### config.mk
export PLATFORM = sky130hd
export DESIGN_NAME = epoch_seconds_to_calendar_fields_top
export DESIGN_NICKNAME = d
export VERILOG_FILES = /design/src/sv/ecf_pkg.sv /design/src/sv/epoch_seconds_to_calendar_fields_top.sv
export SDC_FILE = /design/constraint.sdc
export NUM_CORES = 2
export LEC_CHECK = 0
export ABC_CLOCK_PERIOD_IN_PS = 14900
export BUFFER_PORTS_ARGS = -buffer_cell sky130_fd_sc_hd__buf_4
export CORE_MARGIN = 4
export CORE_UTILIZATION = 50
export CTS_CLUSTER_SIZE = 16
export DETAILED_ROUTE_END_ITERATION = 8
export PLACE_DENSITY_LB_ADDON = 0.15
export SYNTH_ARGS = -nofsm -noshare
export SYNTH_HDL_FRONTEND = slang
export SYNTH_SLANG_ARGS = --single-unit
### constraint.sdc
create_clock -name aclk -period 14.9 [get_ports aclk]
set_input_delay 0.745 -clock aclk [delete_from_list [all_inputs] [get_ports aclk]]
set_output_delay 0.745 -clock aclk [all_outputs]
set_load 0.02 [all_outputs]
### src/sv/ecf_pkg.sv
// Shared types and constants for the epoch-seconds to calendar-fields converter.
// No dependencies. Imported by epoch_seconds_to_calendar_fields_top.

package ecf_pkg;

    // Calendar constants
    localparam longint unsigned SECS_PER_HOUR    = 64'd3600;
    localparam longint unsigned SECS_PER_MIN     = 64'd60;
    localparam longint unsigned DAYS_PER_ERA     = 64'd146097;
    localparam longint unsigned DAYS_PER_YEAR    = 64'd365;
    localparam longint unsigned DAYS_PER_WEEK    = 64'd7;
    localparam longint unsigned SHIFT_TO_MARCH   = 64'd719468;
    localparam longint unsigned DAYS_4Y          = 64'd1460;
    localparam longint unsigned DAYS_100Y        = 64'd36524;
    localparam longint unsigned DAYS_ERA_LAST    = 64'd146096;
    localparam longint unsigned YEARS_CENTURY    = 64'd100;
    localparam longint unsigned MP_SPAN          = 64'd153;
    localparam longint unsigned MP_STEP          = 64'd5;
    localparam longint unsigned MP_ROUND         = 64'd2;

    // 86400 = 128 * 675: low 7 bits split off by shift, rest divided by 675
    localparam int unsigned     SOD_SHIFT        = 7;
    localparam longint unsigned DIV_675          = 64'd675;

    // Bias so the 33-bit shifted seconds become non-negative (multiple of 675)
    localparam int unsigned     DAY_BIAS_LOG2    = 23;
    localparam longint unsigned SEC_BIAS         = DIV_675 << DAY_BIAS_LOG2;
    // Whole eras added so the March-based day number is non-negative
    localparam longint unsigned ERA_BIAS_COUNT   = 64'd64;
    localparam longint unsigned ERA_DAY_BIAS     = SHIFT_TO_MARCH
                                                 + DAYS_PER_ERA * ERA_BIAS_COUNT
                                                 - (64'd1 << DAY_BIAS_LOG2);

    // Reciprocals: floor(x/d) == (x * ceil(2^(n+l)/d)) >> (n+l), x < 2^n, d <= 2^l
    localparam int unsigned SH_675_HI = 27;   // 17-bit dividend
    localparam int unsigned SH_675_LO = 37;   // 27-bit dividend
    localparam int unsigned SH_ERA    = 43;   // 25-bit dividend
    localparam int unsigned SH_WEEK   = 28;   // 25-bit dividend
    localparam int unsigned SH_HOUR   = 29;   // 17-bit dividend
    localparam int unsigned SH_MIN    = 18;   // 12-bit dividend
    localparam int unsigned SH_4Y     = 29;   // 18-bit dividend
    localparam int unsigned SH_100Y   = 34;   // 18-bit dividend
    localparam int unsigned SH_ERAL   = 36;   // 18-bit dividend
    localparam int unsigned SH_YEAR   = 27;   // 18-bit dividend
    localparam int unsigned SH_CENT   = 16;   // 9-bit dividend
    localparam int unsigned SH_MP     = 19;   // 11-bit dividend
    localparam int unsigned SH_STEP   = 14;   // 11-bit dividend

    localparam logic [17:0] RCP_675_HI =
        18'(((64'd1 << SH_675_HI) + DIV_675 - 64'd1) / DIV_675);
    localparam logic [27:0] RCP_675_LO =
        28'(((64'd1 << SH_675_LO) + DIV_675 - 64'd1) / DIV_675);
    localparam logic [25:0] RCP_ERA    =
        26'(((64'd1 << SH_ERA) + DAYS_PER_ERA - 64'd1) / DAYS_PER_ERA);
    localparam logic [25:0] RCP_WEEK   =
        26'(((64'd1 << SH_WEEK) + DAYS_PER_WEEK - 64'd1) / DAYS_PER_WEEK);
    localparam logic [17:0] RCP_HOUR   =
        18'(((64'd1 << SH_HOUR) + SECS_PER_HOUR - 64'd1) / SECS_PER_HOUR);
    localparam logic [12:0] RCP_MIN    =
        13'(((64'd1 << SH_MIN) + SECS_PER_MIN - 64'd1) / SECS_PER_MIN);
    localparam logic [18:0] RCP_4Y     =
        19'(((64'd1 << SH_4Y) + DAYS_4Y - 64'd1) / DAYS_4Y);
    localparam logic [18:0] RCP_100Y   =
        19'(((64'd1 << SH_100Y) + DAYS_100Y - 64'd1) / DAYS_100Y);
    localparam logic [18:0] RCP_ERAL   =
        19'(((64'd1 << SH_ERAL) + DAYS_ERA_LAST - 64'd1) / DAYS_ERA_LAST);
    localparam logic [18:0] RCP_YEAR   =
        19'(((64'd1 << SH_YEAR) + DAYS_PER_YEAR - 64'd1) / DAYS_PER_YEAR);
    localparam logic [9:0]  RCP_CENT   =
        10'(((64'd1 << SH_CENT) + YEARS_CENTURY - 64'd1) / YEARS_CENTURY);
    localparam logic [11:0] RCP_MP     =
        12'(((64'd1 << SH_MP) + MP_SPAN - 64'd1) / MP_SPAN);
    localparam logic [11:0] RCP_STEP   =
        12'(((64'd1 << SH_STEP) + MP_STEP - 64'd1) / MP_STEP);

    // Month index from March (0) to calendar month
    localparam logic [3:0] MP_JANUARY  = 4'd10;
    localparam logic [3:0] MON_FROM_MAR = 4'd3;
    localparam logic [3:0] MON_FROM_JAN = 4'd9;

    localparam int unsigned NUM_STAGES = 11;

    typedef struct packed {
        logic [3:0] month;
        logic [4:0] day_of_month;
        logic [4:0] hour;
        logic [5:0] minute;
        logic [2:0] weekday;
    } cal_fields_t;

endpackage

### src/sv/epoch_seconds_to_calendar_fields_top.sv
// Epoch seconds to calendar fields: month, day of month, hour, minute, weekday.
// Depends on ecf_pkg (constants, reciprocals, cal_fields_t).
//
// Channel   Direction  Handshake          Payload
// --------  ---------  -----------------  ---------------------------------------------
// s_        in         s_valid / s_ready  s_epoch_seconds (40b signed)
// m_        out        m_valid / m_ready  m_month, m_day_of_month, m_hour, m_minute,
//                                         m_weekday
//
// One request per cycle sustained when nothing stalls: 11 pipeline stages plus an output
// register, so a result passes every stage in order and then shows on m_ from that register.
// Every stage takes a new request each cycle while ce is high; the widest stage, the 27x28
// reciprocal multiply for /675, bounds the clock speed, not the rate.
// Reset (aresetn low, synchronous) clears the stage valid bits, output and skid
// valids; data registers are not reset. A stall on m_ready parks one result in the
// skid register and then freezes the whole pipeline; s_ready comes straight from a flop.

module epoch_seconds_to_calendar_fields_top
    import ecf_pkg::*;
(
    input  logic               aclk,
    input  logic               aresetn,

    input  logic               s_valid,
    output logic               s_ready,
    input  logic signed [39:0] s_epoch_seconds,

    output logic               m_valid,
    input  logic               m_ready,
    output logic [3:0]         m_month,
    output logic [4:0]         m_day_of_month,
    output logic [4:0]         m_hour,
    output logic [5:0]         m_minute,
    output logic [2:0]         m_weekday
);

    // ------------------------------------------------------------------
    // Pipeline control: one global enable, held off only by a full skid.
    // ------------------------------------------------------------------
    logic                  ce;
    logic [NUM_STAGES-1:0] valid_reg;
    logic [NUM_STAGES-1:0] valid_next;

    logic                  out_valid_reg;
    logic                  skid_valid_reg;
    cal_fields_t           out_reg;
    cal_fields_t           skid_reg;
    logic                  out_free;
    logic                  pipe_take;

    assign ce         = !skid_valid_reg;
    assign s_ready    = ce;
    assign valid_next = {valid_reg[NUM_STAGES-2:0], s_valid};

    always_ff @(posedge aclk) begin
        if (!aresetn) begin
            valid_reg <= '0;
        end else if (ce) begin
            valid_reg <= valid_next;
        end
    end

    // ------------------------------------------------------------------
    // Stage 1: seconds >> 7, bias to non-negative, high digit of /675.
    // Bias is 675 * 2^23, so days come out offset by 2^23.
    // ------------------------------------------------------------------
    logic [33:0] u1;
    logic [34:0] p1;
    logic [7:0]  s1_qh_reg;
    logic [16:0] s1_uh_reg;
    logic [16:0] s1_ul_reg;
    logic [6:0]  s1_r1_reg;

    assign u1 = {s_epoch_seconds[39], s_epoch_seconds[39:SOD_SHIFT]} + 34'(SEC_BIAS);
    assign p1 = 35'(u1[33:17]) * 35'(RCP_675_HI);

    // Stage 2: remainder of the high digit, joined with the low 17 bits
    logic [16:0] rh2;
    logic [26:0] s2_x_reg;
    logic [7:0]  s2_qh_reg;
    logic [6:0]  s2_r1_reg;

    assign rh2 = s1_uh_reg - 17'(s1_qh_reg) * 17'(DIV_675);

    // Stage 3: low digit of /675
    logic [54:0] p3;
    logic [16:0] s3_ql_reg;
    logic [26:0] s3_x_reg;
    logic [7:0]  s3_qh_reg;
    logic [6:0]  s3_r1_reg;

    assign p3 = 55'(s2_x_reg) * 55'(RCP_675_LO);

    // Stage 4: biased day number and seconds of the day
    logic [26:0] rl4;
    logic [24:0] s4_days_b_reg;
    logic [16:0] s4_sod_reg;

    assign rl4 = s3_x_reg - 27'(s3_ql_reg) * 27'(DIV_675);

    // Stage 5: era, week and hour quotients.
    // Biased days are congruent to days + 4 mod 7, so they give the weekday directly.
    logic [24:0] z5;
    logic [50:0] p5e;
    logic [50:0] p5w;
    logic [34:0] p5h;
    logic [24:0] s5_z_reg;
    logic [7:0]  s5_eq_reg;
    logic [24:0] s5_days_b_reg;
    logic [22:0] s5_wq_reg;
    logic [16:0] s5_sod_reg;
    logic [4:0]  s5_hr_reg;

    assign z5  = s4_days_b_reg + 25'(ERA_DAY_BIAS);
    assign p5e = 51'(z5) * 51'(RCP_ERA);
    assign p5w = 51'(s4_days_b_reg) * 51'(RCP_WEEK);
    assign p5h = 35'(s4_sod_reg) * 35'(RCP_HOUR);

    // Stage 6: day of era, weekday, seconds within the hour
    logic [24:0] doe6;
    logic [24:0] wd6;
    logic [16:0] msec6;
    logic [17:0] s6_doe_reg;
    logic [2:0]  s6_wd_reg;
    logic [11:0] s6_msec_reg;
    logic [4:0]  s6_hr_reg;

    assign doe6  = s5_z_reg - 25'(s5_eq_reg) * 25'(DAYS_PER_ERA);
    assign wd6   = s5_days_b_reg - 25'(s5_wq_reg) * 25'(DAYS_PER_WEEK);
    assign msec6 = s5_sod_reg - 17'(s5_hr_reg) * 17'(SECS_PER_HOUR);

    // Stage 7: leap corrections on day of era, minute
    logic [36:0] p7a;
    logic [36:0] p7b;
    logic [36:0] p7c;
    logic [24:0] p7m;
    logic [17:0] n7;
    cal_fields_t res7;
    logic [17:0] s7_n_reg;
    logic [17:0] s7_doe_reg;
    cal_fields_t s7_res_reg;

    assign p7a = 37'(s6_doe_reg) * 37'(RCP_4Y);
    assign p7b = 37'(s6_doe_reg) * 37'(RCP_100Y);
    assign p7c = 37'(s6_doe_reg) * 37'(RCP_ERAL);
    assign p7m = 25'(s6_msec_reg) * 25'(RCP_MIN);
    assign n7  = s6_doe_reg - 18'(p7a[35:SH_4Y]) + 18'(p7b[36:SH_100Y])
               - 18'(p7c[SH_ERAL]);

    always_comb begin
        res7              = '0;
        res7.hour         = s6_hr_reg;
        res7.minute       = p7m[23:SH_MIN];
        res7.weekday      = s6_wd_reg;
    end

    // Stage 8: year of era
    logic [36:0] p8;
    logic [8:0]  s8_yoe_reg;
    logic [17:0] s8_doe_reg;
    cal_fields_t s8_res_reg;

    assign p8 = 37'(s7_n_reg) * 37'(RCP_YEAR);

    // Stage 9: day of year from March 1
    logic [18:0] p9;
    logic [17:0] base9;
    logic [17:0] doy9;
    logic [8:0]  s9_doy_reg;
    cal_fields_t s9_res_reg;

    assign p9    = 19'(s8_yoe_reg) * 19'(RCP_CENT);
    assign base9 = 18'(s8_yoe_reg) * 18'(DAYS_PER_YEAR) + 18'(s8_yoe_reg[8:2])
                 - 18'(p9[18:SH_CENT]);
    assign doy9  = s8_doe_reg - base9;

    // Stage 10: month index from March
    logic [10:0] t10;
    logic [22:0] p10;
    logic [3:0]  s10_mp_reg;
    logic [8:0]  s10_doy_reg;
    cal_fields_t s10_res_reg;

    assign t10 = 11'(s9_doy_reg) * 11'(MP_STEP) + 11'(MP_ROUND);
    assign p10 = 23'(t10) * 23'(RCP_MP);

    // Stage 11: day of month and calendar month
    logic [10:0] t11;
    logic [22:0] p11;
    logic [8:0]  dom11;
    cal_fields_t res11;
    cal_fields_t s11_res_reg;

    assign t11   = 11'(s10_mp_reg) * 11'(MP_SPAN) + 11'(MP_ROUND);
    assign p11   = 23'(t11) * 23'(RCP_STEP);
    assign dom11 = s10_doy_reg - p11[22:SH_STEP] + 9'd1;

    always_comb begin
        res11              = s10_res_reg;
        res11.day_of_month = dom11[4:0];
        res11.month        = (s10_mp_reg < MP_JANUARY) ? s10_mp_reg + MON_FROM_MAR
                                                       : s10_mp_reg - MON_FROM_JAN;
    end

    // Data path registers, all advancing together
    always_ff @(posedge aclk) begin
        if (ce) begin
            s1_qh_reg     <= p1[34:SH_675_HI];
            s1_uh_reg     <= u1[33:17];
            s1_ul_reg     <= u1[16:0];
            s1_r1_reg     <= s_epoch_seconds[SOD_SHIFT-1:0];

            s2_x_reg      <= {rh2[9:0], s1_ul_reg};
            s2_qh_reg     <= s1_qh_reg;
            s2_r1_reg     <= s1_r1_reg;

            s3_ql_reg     <= p3[53:SH_675_LO];
            s3_x_reg      <= s2_x_reg;
            s3_qh_reg     <= s2_qh_reg;
            s3_r1_reg     <= s2_r1_reg;

            s4_days_b_reg <= {s3_qh_reg, s3_ql_reg};
            s4_sod_reg    <= {rl4[9:0], s3_r1_reg};

            s5_z_reg      <= z5;
            s5_eq_reg     <= p5e[50:SH_ERA];
            s5_days_b_reg <= s4_days_b_reg;
            s5_wq_reg     <= p5w[50:SH_WEEK];
            s5_sod_reg    <= s4_sod_reg;
            s5_hr_reg     <= p5h[33:SH_HOUR];

            s6_doe_reg    <= doe6[17:0];
            s6_wd_reg     <= wd6[2:0];
            s6_msec_reg   <= msec6[11:0];
            s6_hr_reg     <= s5_hr_reg;

            s7_n_reg      <= n7;
            s7_doe_reg    <= s6_doe_reg;
            s7_res_reg    <= res7;

            s8_yoe_reg    <= p8[35:SH_YEAR];
            s8_doe_reg    <= s7_doe_reg;
            s8_res_reg    <= s7_res_reg;

            s9_doy_reg    <= doy9[8:0];
            s9_res_reg    <= s8_res_reg;

            s10_mp_reg    <= p10[22:SH_MP];
            s10_doy_reg   <= s9_doy_reg;
            s10_res_reg   <= s9_res_reg;

            s11_res_reg   <= res11;
        end
    end

    // ------------------------------------------------------------------
    // Output register plus skid. The last stage is consumed whenever ce is
    // high; it goes to the output if that is free, else into the skid.
    // ------------------------------------------------------------------
    assign out_free  = !out_valid_reg || m_ready;
    assign pipe_take = valid_reg[NUM_STAGES-1] && ce;

    always_ff @(posedge aclk) begin
        if (!aresetn) begin
            out_valid_reg  <= 1'b0;
            skid_valid_reg <= 1'b0;
        end else if (out_free) begin
            out_valid_reg  <= skid_valid_reg || pipe_take;
            skid_valid_reg <= 1'b0;
        end else if (pipe_take) begin
            skid_valid_reg <= 1'b1;
        end
    end

    always_ff @(posedge aclk) begin
        if (out_free) begin
            out_reg <= skid_valid_reg ? skid_reg : s11_res_reg;
        end else if (pipe_take) begin
            skid_reg <= s11_res_reg;
        end
    end

    assign m_valid        = out_valid_reg;
    assign m_month        = out_reg.month;
    assign m_day_of_month = out_reg.day_of_month;
    assign m_hour         = out_reg.hour;
    assign m_minute       = out_reg.minute;
    assign m_weekday      = out_reg.weekday;

    // ------------------------------------------------------------------
    // Assertions
    // ------------------------------------------------------------------
    // Skid only holds a result while the output register is occupied
    a_skid_behind_out: assert property (@(posedge aclk) disable iff (!aresetn)
        skid_valid_reg |-> out_valid_reg)
        else $error("skid full while output empty");

    // Skid fills only when the output was blocked in the cycle before
    a_skid_fill: assert property (@(posedge aclk) disable iff (!aresetn)
        $rose(skid_valid_reg) |-> $past(out_valid_reg && !m_ready))
        else $error("skid filled without a blocked output");

    // A stalled pipeline keeps its occupancy and last-stage data
    a_stall_holds: assert property (@(posedge aclk) disable iff (!aresetn)
        !ce |=> $stable(valid_reg) && $stable(s11_res_reg))
        else $error("pipeline moved during stall");

    // Every delivered result is a legal calendar field set
    a_fields_range: assert property (@(posedge aclk) disable iff (!aresetn)
        m_valid |-> (m_month >= 4'd1) && (m_month <= 4'd12)
                 && (m_day_of_month >= 5'd1) && (m_hour <= 5'd23)
                 && (m_minute <= 6'd59) && (m_weekday <= 3'd6))
        else $error("result field out of range");

endmodule
### Word level (Yosys, flattened, before mapping)

Cells that the tools add are included.

* word-level logic and storage cells: 111
* flip-flop bits (word level): 476
* input bits: 44
* output and inout bits: 25

* multiplexer cells: 2
* reduce and logical (&&, ||, !) cells: 7
* multiply operators: 20
* magnitude comparators: 1
* bitwise operators: 2
* add/subtract/negate cells: 19

Operator list (count)
* 18-bit by 16-bit multiplier with 33-bit output (second input constant): 2
* 27-bit by 28-bit multiplier with 54-bit output (second input constant): 1
* 25-bit by 26-bit multiplier with 51-bit output (second input constant): 1
* 25-bit by 24-bit multiplier with 49-bit output (second input constant): 1
* 18-bit by 19-bit multiplier with 37-bit output (second input constant): 1
* 34-bit by 33-bit adder with 34-bit output (second input constant): 1
* 17-bit by 17-bit multiplier with 34-bit output (second input constant): 1
* 17-bit by 18-bit multiplier with 34-bit output (second input constant): 1
* 25-bit by 21-bit adder with 25-bit output (second input constant): 1
* 11-bit by 12-bit multiplier with 23-bit output (second input constant): 1
* 12-bit by 12-bit multiplier with 23-bit output (second input constant): 1
* 23-bit by 3-bit multiplier with 3-bit output (second input constant): 1
* 23-bit 2-to-1 mux: 1
* 11-bit by 2-bit adder with 11-bit output (second input constant): 2
* 10-bit subtractor: 2
* 11-bit by 12-bit multiplier with 19-bit output (second input constant): 1
* 18-bit by 3-bit adder with 18-bit output: 1
* 8-bit by 18-bit multiplier with 18-bit output (second input constant): 1
* 18-bit by 1-bit subtractor with 18-bit output: 1
* 18-bit subtractor: 1
* 18-bit by 7-bit subtractor with 18-bit output: 1
* 17-bit by 10-bit multiplier with 10-bit output (second input constant): 1
* 9-bit by 6-bit multiplier with 15-bit output (second input constant): 1
* 12-bit subtractor: 1
* other kinds (21): 24

### Depth between registers and ports, before layout

* word-level depth: 5
* mapped depth: 38
* mapped depth without buffers: 38

### Least setup slack after synthesis

Ideal clock, no wire load.

* path type: register to register
* start point: register skid_valid_reg
* end point: register s10_res_reg, in the netlist res11[0], enable pin
* data arrival time: 8517 ps
* path slack: 5635 ps
* period minus slack after synthesis: 9265 ps
* path buffers: 2
* library setup time: 748 ps
* data required time: 14152 ps
* stages on the path, launching flop included: 4
* cell sequence: dfxtp_1 -> clkbuf_1 -> clkbuf_1 -> inv_1

RTL lines
* start: declaration: RTL line epoch_seconds_to_calendar_fields_top.sv:45 `logic skid_valid_reg;`
* start signal: assignment: RTL line epoch_seconds_to_calendar_fields_top.sv:266 `skid_valid_reg <= 1'b0;`
* start signal: assignment: RTL line epoch_seconds_to_calendar_fields_top.sv:269 `skid_valid_reg <= 1'b0;`
* start signal: assignment: RTL line epoch_seconds_to_calendar_fields_top.sv:271 `skid_valid_reg <= 1'b1;`
* end signal: assignment: RTL line epoch_seconds_to_calendar_fields_top.sv:250 `s10_res_reg <= s9_res_reg;`
* end: declaration: RTL line epoch_seconds_to_calendar_fields_top.sv:182 `cal_fields_t s10_res_reg;`

No word-level cell between the ends.

### Worst setup path after layout

* start point: register s6_doe_reg[10]
* end point: register s7_n_reg[16] (data pin)

* cells in the longest elaborated chain, start to end: 4
* elaborated cells on any way between the ends: 5
* those cells by class: add/sub: 3; mul: 2

RTL lines
* start: declaration: RTL line epoch_seconds_to_calendar_fields_top.sv:123 `logic [17:0] s6_doe_reg;`
* start signal: assignment: RTL line epoch_seconds_to_calendar_fields_top.sv:232 `s6_doe_reg <= doe6[17:0];`
* 18-bit by 16-bit multiplier with 33-bit output: RTL line epoch_seconds_to_calendar_fields_top.sv:143 `assign p7a = 37'(s6_doe_reg) * 37'(RCP_4Y);`
* 18-bit by 7-bit subtractor with 18-bit output: RTL line epoch_seconds_to_calendar_fields_top.sv:147 `assign n7 = s6_doe_reg - 18'(p7a[35:SH_4Y]) + 18'(p7b[36:SH_100Y])`
* 18-bit by 3-bit adder with 18-bit output: RTL line epoch_seconds_to_calendar_fields_top.sv:147
* 18-bit by 1-bit subtractor with 18-bit output *: RTL line epoch_seconds_to_calendar_fields_top.sv:148 `- 18'(p7c[SH_ERAL]);`
* via n7[16]: RTL line epoch_seconds_to_calendar_fields_top.sv:137 `logic [17:0] n7;`
* end signal: assignment: RTL line epoch_seconds_to_calendar_fields_top.sv:237 `s7_n_reg <= n7;`
* end: declaration: RTL line epoch_seconds_to_calendar_fields_top.sv:139 `logic [17:0] s7_n_reg;`

Mark *: on every way through the listed nets, which the timed path passes. The rest lies on a longest branch.
A chain may end at the register's enable or synchronous reset.

==> flow_summary.ini <==
[sta]
finalCritPeriodShare_pct = 68.4
max_slew.worst_pin.slew_ns = 1.14
tns_ns = 0
setup_viol = 0
period_needed_ns = 10.20
slew_headroom_pct = 23.2
final.setup_skew_ns = 0.0257
fmax_ghz = 0.0981
drv_slew = 0
hold_violations = 0
rsz0062_at_grt = no

[critical_path]
cp_common_cell = fa_1
critPathMaxStageDelay_ns = 0.92
r2r.worst_path.cells = 35
cp.required_ns = 15.30
slowest_stage = edfxtp_1
r2r_start = s6_doe_reg[10]
crit_path_end_kind = register
crit_fanout = 14
crit-reg2reg-capture = s7_n_reg[16]
critPathLaunchType = register
cp.arrival_ns = 10.59
reg2reg_slack_ns = 4.70
path_class = reg -> reg

[clocking]
max-clock-path-buffers = 3
htree_levels = 2
worstSkewPairLatency_ns = 0.66
path_clk_slew_ns = 0.06
cts-root-buf = clkbuf_16
cts_setup_buffers = 0
ctsResizeCount = 0
hold_buffers = 0
cts.sinks = 454
cts_tree = built
cts_made_buffers = 56

[finish]
drive_above_1_share_pct = 3.78
regArea_mm2 = 0.0135
multiInputGateArea_mm2 = 0.0549
n_fill_cell = 13200
nets = 9939
largest_reg_flops = 27
syn_to_final_growth_pct = 6.94

[routing]
drc_errors = 0
ant_nets = 0
drt_iter0_drc = 1977
vias = 45300
routed_wl_mm = 163
drt_first_pass_iters = 5
vias_per_cell = 5.06
wl_per_cell_um = 18.2

[floorplan]
core_mm2 = 0.150
start_util_pct = 50.5
dieArea_mm2 = 0.158
num_rows = 142
ioPinCount = 69
die_height_um = 397
die_x_um = 397

[placement]
gp_congestion = 0.899
portBuffers = 68
dpl.hpwl_mm = 141

[yosys]
synth_top_area_share_pct = 30.9
synth_cell_types = 76
muxShareOfSynthArea_pct = 0.555
synthSimpleGateAreaFrac_pct = 3.02
synthArstFlopShare_pct = 0
synth_area_leader_cell = ha_1
synth_adder_area_share_pct = 61.0
synth_xor_area_share_pct = 3.25
post_synth.cell_area_avg_um2 = 11.2
synth_cells = 6735
synth_top_flop_cell = edfxtp_1
synth_top_family_by_area = adder cells
yosysWarnings = 0
synth_edf_count = 441
ys_seq_elements = 454
seq_area_frac_synth_pct = 17.8
synth_nets = 9790
synth_compound_area_share_pct = 4.56
synth_area_leaders = ha_1 (31%), fa_1 (30%), edfxtp_1 (17%), inv_1 (9.7%), xnor2_1 (2.4%)
synth_area_mm2 = 0.0758

[hold_path]
whs_endpoint = s1_ul_reg[0]
hold_depth = 1
hold_start = s_epoch_seconds[7]
hold_path.class = in -> reg

[grt]
grt_pass1_vias = 49300
grt_overflow = 0
grt_usage_pct = 21.7
grt_pass1_wl_mm = 267
antenna_found_initial = 4
grt_max_degree = 119

[outcome]
outcome = completed

[flow_run]
maxCapViolations = 0
[cells in the final DEF, fill, tap and decap left out, types with 13 or more instances in the layout]
cell type,count
inv_1,1962
ha_1,1869
fa_1,1142
edfxtp_1,441
xnor2_1,210
a21oi_1,161
nor2_1,121
buf_4,96
o21ai_0,89
nand2_1,83
a21o_1,81
xor2_1,71
clkbuf_16,57
nor3_1,38
nand4_1,36
nor2b_1,35
nand3_1,32
o21a_1,31
mux2_2,24
and3_1,21
nand2b_1,20
or2_2,19
a211oi_1,17
a31oi_1,15
mux2i_1,15
o21bai_1,14
o211ai_1,13
[worst max-delay path by stage]
| stage | startpoint | endpoint | slack (ns) | cells after the start |
|---|---|---|---|---|
| floorplan | skid_valid_reg | res11[0] | 5.63 | 3 |
| global placement | s6_doe_reg[10] | s7_n_reg[16] | 5.04 | 35 |
| detailed placement | s6_doe_reg[10] | s7_n_reg[16] | 4.80 | 35 |
| CTS | s6_doe_reg[10] | s7_n_reg[16] | 4.74 | 35 |
| global route | s6_doe_reg[10] | s7_n_reg[16] | 4.06 | 35 |
| finish | s6_doe_reg[10] | s7_n_reg[16] | 4.70 | 35 |
[synthesized netlist by cell type (9+ instances only)]
cell and n:
a2111oi_0 10, a21oi_1 161, xnor2_1 210, or2_2 19, nand2b_1 21, nor3_1 38, and3_1 21, a211oi_1 17
edfxtp_1 441, nand4_1 36, inv_1 1963, o21a_1 31, o211ai_1 13, a21boi_0 10, nor2_1 121, nand3_1 32
mux2_2 24, nand2_1 83, nor2b_1 35, mux2i_1 15, a21o_1 81, o31ai_1 9, o21ai_0 89, ha_1 1869
a31oi_1 15, fa_1 1142, o21bai_1 14, dfxtp_1 13, xor2_1 71
[critical path: cells and delay by family (launching register included)]
kind / cells / cell delay [ns]
AOI/OAI and AO/OA: 14 / 2.87
xor gates and xnor gates: 1 / 0.09
adders and majority gates: 11 / 4.60
buffers and inverters: 6 / 0.72
DFF: 1 / 0.92
muxes: 1 / 0.46
and+or+nand+nor: 2 / 0.28
[layer usage]
layer / routed length, µm / part of all wire, % / GRT usage (%) / vias to the layer above
li1: - / - / - / 21900
met1: 73400 / 45 / 29.1 / 22600
met2: 78900 / 48 / 37.0 / 638
met3: 6110 / 3.7 / 2.95 / 190
met4: 4830 / 3.0 / 5.76 / 0
met5: 0 / 0 / 0 / -
[stage by stage]
stage / hold WS (ns) / instances / area [µm²] / util (%) / setup slack (ns)
2_1_floorplan: 0.400 / 6735 / 75800 / - / 5.63
3_3_place_gp: 0.401 / 8842 / 79000 / 52.6 / 5.04
3_5_place_dp: 0.405 / 8842 / 79000 / 52.6 / 4.80
4_1_cts: 0.194 / 8948 / 81000 / 54.0 / 4.74
5_1_grt: 0.218 / 8948 / 81000 / 54.0 / 4.06
6_report: 0.256 / 8950 / 81000 / 54.0 / 4.70
[kinds of logic (layout without fill, tap and decap cells)]
family / after synthesis / after routing
adder cells (fa/ha/maj): 3011 / 3011
AND/OR/NAND/NOR: 454 / 454
multiplexers: 39 / 39
buffers and inverters: 1969 / 2166
XOR/XNOR: 281 / 281
other: 0 / 2
flip-flops: 454 / 454
AO/OA/AOI/OAI: 527 / 527
[cell type report]
cell class	count	area share, %
Tap cell	2016	3.11
Clock inverter	46	0.687
Inverter	1963	9.10
Timing Repair Buffer	97	0.914
Multi-Input combinational cell	4312	67.7
Sequential cell	454	16.7
Antenna cell	2	0.00618
Clock buffer	60	1.77
Power is left out: the tool's default activity adds up to more than one toggle a clock period on the data nets, which glitch-free logic cannot reach.
